--- src/sv/rpwe_pkg.sv ---
// Shared types and constants for the remote pulse-width encoder.
// No dependencies; every other file but rpwe_out_if refers to it by scoped names.
package rpwe_pkg;

  localparam int CODE_W    = 24;
  localparam int DATA_W    = 8;
  localparam int CFG_IDX_W = 1;
  localparam int BIT_W     = 5;

  // Configuration register indexes
  localparam logic [CFG_IDX_W-1:0] CFG_REPEAT_COUNT = 1'd0;
  localparam logic [CFG_IDX_W-1:0] CFG_GAP_TICKS    = 1'd1;

  // Input word actions
  localparam logic ACT_LOAD = 1'b0;
  localparam logic ACT_TICK = 1'b1;

  // Register reset values
  localparam logic [DATA_W-1:0] REPEAT_RESET = 8'd50;
  localparam logic [DATA_W-1:0] GAP_RESET    = 8'd20;

  // Frame lengths in bits
  localparam logic [BIT_W-1:0] LONG_BITS  = 5'd24;
  localparam logic [BIT_W-1:0] SHORT_BITS = 5'd12;

  // Queued code: mode flag above the code bits
  typedef struct packed {
    logic              short_mode;
    logic [CODE_W-1:0] code_bits;
  } code_word_t;

  // Queue status towards the sequencer
  typedef struct packed {
    logic       not_empty;
    logic       full;
    code_word_t head_word;
  } q_stat_t;

  // Sequencer status for one tick
  typedef struct packed {
    logic pop;
    logic level;
    logic active_nxt;
  } seq_stat_t;

endpackage

--- src/sv/rpwe_in_if.sv ---
// Input channel of the encoder: valid/ready handshake and one input word.
// Depends on rpwe_pkg for field widths.
interface rpwe_in_if;
  logic                         valid;
  logic                         ready;
  logic                         action;
  logic [rpwe_pkg::CODE_W-1:0]  code_bits;
  logic                         short_mode;

  modport source (output valid, action, code_bits, short_mode, input ready);
  modport sink   (input valid, action, code_bits, short_mode, output ready);
endinterface

--- src/sv/rpwe_out_if.sv ---
// Result channel of the encoder: valid/ready handshake and one result word.
// No package dependencies.
interface rpwe_out_if;
  logic valid;
  logic ready;
  logic line_level;
  logic accepted;
  logic busy_res;

  modport source (output valid, line_level, accepted, busy_res, input ready);
  modport sink   (input valid, line_level, accepted, busy_res, output ready);
endinterface

--- src/sv/rpwe_queue.sv ---
// Code queue: circular buffer in a memory with a registered head read.
// Depends on rpwe_pkg (code_word_t, q_stat_t).
module rpwe_queue #(
  parameter int QUEUE_DEPTH = 16
) (
  input  logic                 clk,
  input  logic                 rst_n,
  input  logic                 push,
  input  rpwe_pkg::code_word_t wdata,
  input  logic                 pop,
  output logic                 push_ok,
  output logic                 pend_nxt,
  output rpwe_pkg::q_stat_t    q_st
);

  localparam int AW = (QUEUE_DEPTH > 1) ? $clog2(QUEUE_DEPTH) : 1;
  localparam int CW = $clog2(QUEUE_DEPTH + 1);
  localparam int SW = ((AW > CW) ? AW : CW) + 1;

  rpwe_pkg::code_word_t mem [QUEUE_DEPTH];
  rpwe_pkg::code_word_t rd_data_r;
  rpwe_pkg::code_word_t byp_data_r;
  logic                 byp_r, byp_nxt;
  logic [AW-1:0]        head_r, head_nxt, head_inc, tail, rd_addr;
  logic [CW-1:0]        count_r, count_nxt;
  logic [SW-1:0]        tail_sum;
  logic                 full;

  // Pointer arithmetic with wrap at the queue depth
  always_comb begin
    full     = (count_r == CW'(QUEUE_DEPTH));
    push_ok  = push && !full;
    tail_sum = SW'(head_r) + SW'(count_r);
    if (tail_sum >= SW'(QUEUE_DEPTH)) begin
      tail = AW'(tail_sum - SW'(QUEUE_DEPTH));
    end else begin
      tail = AW'(tail_sum);
    end
    head_inc  = (head_r == AW'(QUEUE_DEPTH - 1)) ? '0 : head_r + AW'(1);
    head_nxt  = pop ? head_inc : head_r;
    rd_addr   = head_nxt;
    count_nxt = count_r;
    if (push_ok) begin
      count_nxt = count_r + CW'(1);
    end else if (pop) begin
      count_nxt = count_r - CW'(1);
    end
    pend_nxt = (count_nxt != '0);
    // a word written into an empty queue is the next head: forward it
    byp_nxt  = push_ok && (count_r == '0);
  end

  // Memory: one write port, one registered read port
  always_ff @(posedge clk) begin
    if (push_ok) begin
      mem[tail] <= wdata;
    end
    rd_data_r <= mem[rd_addr];
    if (byp_nxt) begin
      byp_data_r <= wdata;
    end
  end

  // Pointers and count
  always_ff @(posedge clk) begin
    if (!rst_n) begin
      head_r  <= '0;
      count_r <= '0;
      byp_r   <= 1'b0;
    end else begin
      head_r  <= head_nxt;
      count_r <= count_nxt;
      byp_r   <= byp_nxt;
    end
  end

  assign q_st.not_empty = (count_r != '0);
  assign q_st.full      = full;
  assign q_st.head_word = byp_r ? byp_data_r : rd_data_r;

endmodule

--- src/sv/rpwe_seq.sv ---
// Frame sequencer: phase, bit and tick counters, one step per tick word.
// Depends on rpwe_pkg (code_word_t, q_stat_t, seq_stat_t, constants).
module rpwe_seq (
  input  logic                              clk,
  input  logic                              rst_n,
  input  logic                              tick,
  input  rpwe_pkg::q_stat_t                 q_st,
  input  logic [rpwe_pkg::DATA_W-1:0]       repeat_count,
  input  logic [rpwe_pkg::DATA_W-1:0]       gap_ticks,
  output rpwe_pkg::seq_stat_t               st
);

  typedef enum logic [2:0] {
    PH_IDLE, PH_LEAD, PH_BITA, PH_BITB, PH_STOP, PH_GAP
  } phase_t;

  phase_t                          phase_r, ph0, phase_nxt;
  rpwe_pkg::code_word_t            code_r, code0;
  logic [rpwe_pkg::BIT_W-1:0]      bit_r, bi0, bit_nxt, bi_inc, nbits;
  logic [rpwe_pkg::DATA_W-1:0]     tick_r, tl0, tl1, tick_nxt;
  logic [rpwe_pkg::DATA_W-1:0]     rep_r, rl0, rl1, rep_nxt;
  logic [rpwe_pkg::DATA_W-1:0]     gap_len;
  logic                            take, level;

  // Length of the first half of a bit: two ticks when the bit and the mode differ
  function automatic logic [rpwe_pkg::DATA_W-1:0] first_len(
    rpwe_pkg::code_word_t c, logic [rpwe_pkg::BIT_W-1:0] bi);
    logic b;
    b = c.code_bits[5'd23 - bi];
    return (b ^ c.short_mode) ? 8'd2 : 8'd1;
  endfunction

  always_comb begin
    // take a waiting code on a tick while idle and start its frame
    take = tick && (phase_r == PH_IDLE) && q_st.not_empty;
    ph0  = phase_r;
    code0 = code_r;
    bi0  = bit_r;
    tl0  = tick_r;
    rl0  = rep_r;
    if (take) begin
      code0 = q_st.head_word;
      rl0   = (repeat_count == '0) ? 8'd1 : repeat_count;
      bi0   = '0;
      if (q_st.head_word.short_mode) begin
        ph0 = PH_LEAD;
        tl0 = 8'd1;
      end else begin
        ph0 = PH_BITA;
        tl0 = first_len(q_st.head_word, '0);
      end
    end

    gap_len   = (gap_ticks == '0) ? 8'd1 : gap_ticks;
    nbits     = code0.short_mode ? rpwe_pkg::SHORT_BITS : rpwe_pkg::LONG_BITS;
    bi_inc    = bi0 + 5'd1;
    tl1       = (tl0 != '0) ? tl0 - 8'd1 : '0;
    rl1       = (rl0 != '0) ? rl0 - 8'd1 : '0;
    phase_nxt = ph0;
    bit_nxt   = bi0;
    tick_nxt  = tl0;
    rep_nxt   = rl0;
    level     = 1'b0;

    if (tick && (ph0 != PH_IDLE)) begin
      // line level for this tick
      case (ph0)
        PH_LEAD: level = 1'b1;
        PH_BITA: level = !code0.short_mode;
        PH_BITB: level = code0.short_mode;
        PH_STOP: level = 1'b1;
        default: level = 1'b0;
      endcase

      // step to the next phase when the current one runs out
      tick_nxt = tl1;
      if (tl1 == '0) begin
        unique case (ph0)
          PH_LEAD: begin
            bit_nxt   = '0;
            phase_nxt = PH_BITA;
            tick_nxt  = first_len(code0, '0);
          end
          PH_BITA: begin
            phase_nxt = PH_BITB;
            tick_nxt  = 8'd3 - first_len(code0, bi0);
          end
          PH_BITB: begin
            bit_nxt = bi_inc;
            if (bi_inc >= nbits) begin
              if (code0.short_mode) begin
                phase_nxt = PH_GAP;
                tick_nxt  = gap_len;
              end else begin
                phase_nxt = PH_STOP;
                tick_nxt  = 8'd1;
              end
            end else begin
              phase_nxt = PH_BITA;
              tick_nxt  = first_len(code0, bi_inc);
            end
          end
          PH_STOP: begin
            phase_nxt = PH_GAP;
            tick_nxt  = gap_len;
          end
          default: begin
            // end of gap: repeat the frame or fall idle
            rep_nxt = rl1;
            if (rl1 != '0) begin
              bit_nxt = '0;
              if (code0.short_mode) begin
                phase_nxt = PH_LEAD;
                tick_nxt  = 8'd1;
              end else begin
                phase_nxt = PH_BITA;
                tick_nxt  = first_len(code0, '0);
              end
            end else begin
              phase_nxt = PH_IDLE;
              tick_nxt  = '0;
            end
          end
        endcase
      end
    end
  end

  // Sequencer state
  always_ff @(posedge clk) begin
    if (!rst_n) begin
      phase_r <= PH_IDLE;
      code_r  <= '0;
      bit_r   <= '0;
      tick_r  <= '0;
      rep_r   <= '0;
    end else if (tick) begin
      phase_r <= phase_nxt;
      code_r  <= code0;
      bit_r   <= bit_nxt;
      tick_r  <= tick_nxt;
      rep_r   <= rep_nxt;
    end
  end

  assign st.pop        = take;
  assign st.level      = level;
  assign st.active_nxt = (phase_nxt != PH_IDLE);

endmodule

--- src/sv/remote_pulse_width_encoder.sv ---
// The input word is taken into the input register; its result word is then registered in the result register.
// Throughput: one word per cycle while the receiver takes results; the input register and the result register
// decouple the two channels, so the input stalls only when both are full and the result is not taken.
// Reset (rst_n, synchronous): queue empty, sequencer idle, repeat count 50,
// gap 20 ticks. Depends on rpwe_pkg, rpwe_in_if, rpwe_out_if, rpwe_queue, rpwe_seq.
module remote_pulse_width_encoder #(
  parameter int QUEUE_DEPTH = 16
) (
  input  logic                               clk,
  input  logic                               rst_n,
  rpwe_in_if.sink                            in_ch,
  rpwe_out_if.source                         out_ch,
  input  logic                               cfg_we,
  input  logic [rpwe_pkg::CFG_IDX_W-1:0]     cfg_index,
  input  logic [rpwe_pkg::DATA_W-1:0]        cfg_wdata
);

  logic                         s1_valid_r;
  logic                         s1_action_r;
  rpwe_pkg::code_word_t         s1_word_r;
  logic                         adv, tick, load;
  logic                         push_ok, pend_nxt;
  logic                         out_valid_r, level_r, acc_r, busy_r;
  logic [rpwe_pkg::DATA_W-1:0]  repeat_r, gap_r;
  rpwe_pkg::q_stat_t            q_st;
  rpwe_pkg::seq_stat_t          seq_st;

  // Stage handshake
  assign adv         = s1_valid_r && (!out_valid_r || out_ch.ready);
  assign in_ch.ready = !s1_valid_r || adv;
  assign tick        = adv && (s1_action_r == rpwe_pkg::ACT_TICK);
  assign load        = adv && (s1_action_r == rpwe_pkg::ACT_LOAD);

  // Input register
  always_ff @(posedge clk) begin
    if (!rst_n) begin
      s1_valid_r <= 1'b0;
    end else if (in_ch.ready) begin
      s1_valid_r <= in_ch.valid;
    end
  end

  always_ff @(posedge clk) begin
    if (in_ch.valid && in_ch.ready) begin
      s1_action_r          <= in_ch.action;
      s1_word_r.code_bits  <= in_ch.code_bits;
      s1_word_r.short_mode <= in_ch.short_mode;
    end
  end

  // Configuration registers
  always_ff @(posedge clk) begin
    if (!rst_n) begin
      repeat_r <= rpwe_pkg::REPEAT_RESET;
      gap_r    <= rpwe_pkg::GAP_RESET;
    end else if (cfg_we) begin
      unique case (cfg_index)
        rpwe_pkg::CFG_REPEAT_COUNT: repeat_r <= cfg_wdata;
        rpwe_pkg::CFG_GAP_TICKS:    gap_r    <= cfg_wdata;
        default: ;
      endcase
    end
  end

  rpwe_queue #(
    .QUEUE_DEPTH (QUEUE_DEPTH)
  ) u_queue (
    .clk      (clk),
    .rst_n    (rst_n),
    .push     (load),
    .wdata    (s1_word_r),
    .pop      (seq_st.pop),
    .push_ok  (push_ok),
    .pend_nxt (pend_nxt),
    .q_st     (q_st)
  );

  rpwe_seq u_seq (
    .clk          (clk),
    .rst_n        (rst_n),
    .tick         (tick),
    .q_st         (q_st),
    .repeat_count (repeat_r),
    .gap_ticks    (gap_r),
    .st           (seq_st)
  );

  // Result register
  always_ff @(posedge clk) begin
    if (!rst_n) begin
      out_valid_r <= 1'b0;
    end else if (adv) begin
      out_valid_r <= 1'b1;
    end else if (out_ch.ready) begin
      out_valid_r <= 1'b0;
    end
  end

  always_ff @(posedge clk) begin
    if (adv) begin
      level_r <= seq_st.level;
      acc_r   <= push_ok;
      busy_r  <= seq_st.active_nxt || pend_nxt;
    end
  end

  assign out_ch.valid      = out_valid_r;
  assign out_ch.line_level = level_r;
  assign out_ch.accepted   = acc_r;
  assign out_ch.busy_res   = busy_r;

  // A code is only taken from a queue that holds one
  a_pop_nonempty: assert property (@(posedge clk) disable iff (!rst_n)
    seq_st.pop |-> q_st.not_empty)
    else $error("code taken from an empty queue");

  // A load and a take never fall in the same cycle
  a_push_pop_excl: assert property (@(posedge clk) disable iff (!rst_n)
    seq_st.pop |-> !push_ok)
    else $error("queue written and read out in one cycle");

  // A word that leaves the encoder idle never drives the line high
  a_idle_low: assert property (@(posedge clk) disable iff (!rst_n)
    (out_valid_r && !busy_r) |-> !level_r)
    else $error("line high on a word that ends idle");

  // A refused load only happens with a full queue
  a_refuse_full: assert property (@(posedge clk) disable iff (!rst_n)
    (load && !push_ok) |-> q_st.full)
    else $error("load refused with room in the queue");

endmodule

--- src/flat_wrapper.sv ---
// flat-port wrapper written by rule: the top's interface ports become plain ports
module remote_pulse_width_encoder_flat 
#(
  parameter int QUEUE_DEPTH = 16
)
  (clk, rst_n, cfg_we, cfg_index, cfg_wdata, in_ch_valid, in_ch_action, in_ch_code_bits, in_ch_short_mode, in_ch_ready, out_ch_valid, out_ch_line_level, out_ch_accepted, out_ch_busy_res, out_ch_ready);
  rpwe_in_if in_ch_i ();
  rpwe_out_if out_ch_i ();
  input  logic clk;
  input  logic rst_n;
  input  logic cfg_we;
  input  logic [rpwe_pkg::CFG_IDX_W-1:0] cfg_index;
  input  logic [rpwe_pkg::DATA_W-1:0] cfg_wdata;
  input wire logic [$bits(in_ch_i.valid)-1:0] in_ch_valid;
  input wire logic [$bits(in_ch_i.action)-1:0] in_ch_action;
  input wire logic [$bits(in_ch_i.code_bits)-1:0] in_ch_code_bits;
  input wire logic [$bits(in_ch_i.short_mode)-1:0] in_ch_short_mode;
  output wire logic [$bits(in_ch_i.ready)-1:0] in_ch_ready;
  output wire logic [$bits(out_ch_i.valid)-1:0] out_ch_valid;
  output wire logic [$bits(out_ch_i.line_level)-1:0] out_ch_line_level;
  output wire logic [$bits(out_ch_i.accepted)-1:0] out_ch_accepted;
  output wire logic [$bits(out_ch_i.busy_res)-1:0] out_ch_busy_res;
  input wire logic [$bits(out_ch_i.ready)-1:0] out_ch_ready;
  assign in_ch_i.valid = in_ch_valid;
  assign in_ch_i.action = in_ch_action;
  assign in_ch_i.code_bits = in_ch_code_bits;
  assign in_ch_i.short_mode = in_ch_short_mode;
  assign in_ch_ready = in_ch_i.ready;
  assign out_ch_valid = out_ch_i.valid;
  assign out_ch_line_level = out_ch_i.line_level;
  assign out_ch_accepted = out_ch_i.accepted;
  assign out_ch_busy_res = out_ch_i.busy_res;
  assign out_ch_i.ready = out_ch_ready;
  remote_pulse_width_encoder #(.QUEUE_DEPTH(QUEUE_DEPTH)) u_core (.clk(clk), .rst_n(rst_n), .in_ch(in_ch_i), .out_ch(out_ch_i), .cfg_we(cfg_we), .cfg_index(cfg_index), .cfg_wdata(cfg_wdata));
endmodule
--- config.mk ---
export PLATFORM = sky130hd
export DESIGN_NAME = remote_pulse_width_encoder_flat
export DESIGN_NICKNAME = d
export VERILOG_FILES = /design/src/sv/rpwe_pkg.sv /design/src/sv/rpwe_in_if.sv /design/src/sv/rpwe_out_if.sv /design/src/sv/rpwe_queue.sv /design/src/sv/rpwe_seq.sv /design/src/sv/remote_pulse_width_encoder.sv /design/src/flat_wrapper.sv
export SDC_FILE = /design/constraint.sdc
export NUM_CORES = 1
export LEC_CHECK = 0
export BUFFER_PORTS_ARGS = -buffer_cell sky130_fd_sc_hd__buf_4
export CORE_MARGIN = 4
export CORE_UTILIZATION = 49
export CTS_CLUSTER_SIZE = 16
export DETAILED_ROUTE_END_ITERATION = 7
export PLACE_DENSITY = 0.67
export SLEW_MARGIN = 40
export SYNTH_ARGS = -nofsm -noshare
export SYNTH_HDL_FRONTEND = slang
export SYNTH_SLANG_ARGS = --single-unit
--- constraint.sdc ---
create_clock -name clk -period 5.15 [get_ports clk]
set_input_delay 0.7725 -clock clk [delete_from_list [all_inputs] [get_ports clk]]
set_output_delay 0.7725 -clock clk [all_outputs]
set_load 0.01 [all_outputs]
==> out/results.ini <==
[grt]
antenna_found_initial = 0
track_usage = 0.202
overflow = 0
grt_max_degree = 102
grt_pass1_wl_mm = 77.0
grt_pass1_vias = 12200

[sta]
finalHoldWorstSlack_ns = 0.337
finalSetupViolations = 0
finalCritPeriodShare = 0.932
grt_setup_unrepaired = no
worstMarginPinSlew_ns = 0.789
finalCriticalPeriod_ns = 4.80
finalSetupTns_ns = 0
hold_viol = 0
relSlewSlack = 0.473
fin_worst_skew_ns = 0.0275
slew_viol_final = 0
max_freq_mhz = 208

[die]
start_util = 0.499
fp.dieH_um = 223
io_pins = 45
die-area_um2 = 49900
core_um2 = 45600
rows = 78
chipWidth_um = 223

[detailed_routing]
firstDrtPassIters = 5
via_per_inst = 5.96
drt_iter0_drc = 1256
wl_per_cell_um = 24.6
ant_nets = 0
drc = 0
dr_total_vias = 12200
wirelength_mm = 50.6

[critical_path]
worst-path-max-fanout = 10
crit_required_ns = 5.48
worstSetupPathType = reg2reg
worst-endpoint-arrival_ns = 5.12
rr_endpoint = u_core.out_ch.busy_res$_DFFE_PN_
reg2reg_depth = 17
worstSetupEndpointType = flip-flop
rrSetupSlack_ns = 0.35
start_kind = flip-flop
r2r_start = u_core.u_queue.count_r[0]$_SDFF_PN0_

[run]
maxCapViolCount = 0

[placed_design]
place_hpwl_mm = 28.9
gp_congestion = 0.864
place.port_buffers = 44
dpl.cell_count = 1947

[min_path]
hold_depth = 1
min_path_type = in2reg
whs_endpoint = u_core.s1_word_r[19]$_DFFE_PP_
holdCritStartpoint = in_ch_code_bits[19]

[finish]
fin_nets = 1463
fillers = 3402
drive_gt1_frac = 0.251
fin_util = 0.571
n_antenna_cell = 0
area_delta_synth_final_pct = 14.4
finalNonFillerCells = 2053

[pwr]
power.leakage_nw = 8.65
powerDensity_nw_per_um2 = 406
ir_drop_mv = 0.297
finalPower_mw = 10.6

[outcome]
outcome = finished clean

[yosys]
synth_area_leaders = edfxtp_1 60%, mux4_2 13%, dfxtp_1 9.0%
synth.distinct_cells = 84
ys_ff_latch = 556
synth_common_cells = 454 x edfxtp_1, 133 x mux4_2, 104 x nor2_1
yosysSeqAreaShare = 0.689
synthCells = 1336
synth.cell_area_um2 = 22700
yosysMostFrequentCell = edfxtp_1
avgSynthCellArea_um2 = 17.0
synth_edf_count = 454
yosysWarningCount = 0
synth.largest_area_cell = edfxtp_1
synthesis.nets = 1393
synth_ff_type = edfxtp_1
yosysTopAreaCellShare = 0.600
ys_async_sr_fraction = 0

[clock_network]
htree_levels = 2
cts.reportedPaths.clkPinSlew_ns = 0.06
clockRootBuffer = clkbuf_16
cts_setup_buffers = 0
cts_tree = done
cts_sinks = 556
numCtsBuffers = 56
clock_path_buffers = 3
clk_latency_ns = 0.61

[power by group]
part / switching [mW] / total, mW / internal (mW)
sequential: 0.125 / 5.13 / 5.00
clock: 1.70 / 4.16 / 2.46
combinational: 0.699 / 1.27 / 0.570
[placed cells by master, fill, tap and decap left out, drive strengths merged, types with 11 or more instances in the layout]
master	instances
clkbuf	77
inv	18
nand2	75
o21ai	19
and2	15
mux4	133
nor3	22
xnor2	14
ha	16
clkinv	21
a211oi	31
edfxtp	454
a21oi	47
nand3	17
dfxtp	102
mux2i	40
buf	85
a31oi	11
nor2	104
[worst max path at each step]
stage	startpoint	endpoint	cells after the start
after CTS	u_core.u_queue.count_r[0]$_SDFF_PN0_	u_core.out_ch.busy_res$_DFFE_PN_	17
final	u_core.u_queue.count_r[0]$_SDFF_PN0_	u_core.out_ch.busy_res$_DFFE_PN_	17
after global placement	u_core.u_queue.count_r[0]$_SDFF_PN0_	u_core.out_ch.busy_res$_DFFE_PN_	17
after global routing	u_core.u_queue.count_r[0]$_SDFF_PN0_	u_core.out_ch.busy_res$_DFFE_PN_	17
after detailed placement	u_core.u_queue.count_r[0]$_SDFF_PN0_	u_core.out_ch.busy_res$_DFFE_PN_	17
after floorplan	u_core.u_queue.count_r[0]$_SDFF_PN0_	u_core.out_ch.busy_res$_DFFE_PN_	23
[flip-flops by register name (all words and copies together) (netlist names)]
name                       count
u_core.out_ch.valid            1
u_core.repeat_r                8
u_core.u_seq.bit_r             5
u_core.out_ch.line_level       1
u_core.u_queue.rd_data_r      25
u_core.u_seq.tick_r            8
u_core.u_queue.count_r         5
u_core.out_ch.accepted         1
u_core.s1_word_r              25
u_core.s1_valid_r              1
u_core.gap_r                   8
u_core.u_queue.byp_data_r     25
u_core.u_queue.head_r          4
u_core.u_queue.byp_r           1
u_core.u_seq.phase_r           3
u_core.u_seq.code_r           25
u_core.u_seq.rep_r             8
u_core.out_ch.busy_res         1
u_core.u_queue.mem           400
u_core.s1_action_r             1
[timing repair]
item	4_1_cts	5_1_grt
endpoints found under the setup margin	0	2
hold buffers	0	0
gates resized for setup	0	4
[layout make-up]
cell class / count / area [µm²] / share of cell area
multi-input cells: 689 / 6850 / 0.263
repair buffers: 85 / 741 / 0.0285
inverters: 18 / 67.6 / 0.00260
clock buffers: 77 / 1580 / 0.0608
flip-flops and latches: 556 / 15700 / 0.603
clock inverters: 28 / 342 / 0.0131
well taps: 600 / 751 / 0.0289
[metal layers]
metal  vias up  GRT usage  part of all wire
li1       5486          -                 -
met1      6320      0.284              0.42
met2       359      0.339              0.51
met3        75     0.0313             0.051
met4         0     0.0469             0.020
met5         -          0                 0
[logic make-up after synthesis]
kind of cell / synth area share
fa+ha+maj: 0.00968
compound gates: 0.0573
buf+inv: 0.0184
flops: 0.689
simple gates: 0.0619
mux: 0.154
xor+xnor: 0.00886
[stage by stage]
stage / area [µm²] / worst slack, ns
global placement: 24000 / 0.407
global route: 26000 / 0.0324
finish: 26000 / 0.352
detailed placement: 24000 / 0.315
floorplan: 22700 / 0.0628
CTS: 26000 / 0.288
[critical path, cell delays in order, from the launching register on]
cell     delay (ns)
dfxtp_1        0.37
inv_1          0.14
ha_1           0.24
or4b_4         0.53
nand4_4        0.17
and2_1         0.15
ha_2           0.32
nor4b_1        0.32
a41oi_2        0.23
o21a_1         0.29
ha_1           0.32
inv_1          0.05
o21ai_0        0.10
a41oi_2        0.36
nor2_1         0.13
o21ai_0        0.17
a31oi_1        0.11
or4_1          0.53
No activity file was read; power rests on OpenSTA's default activity.
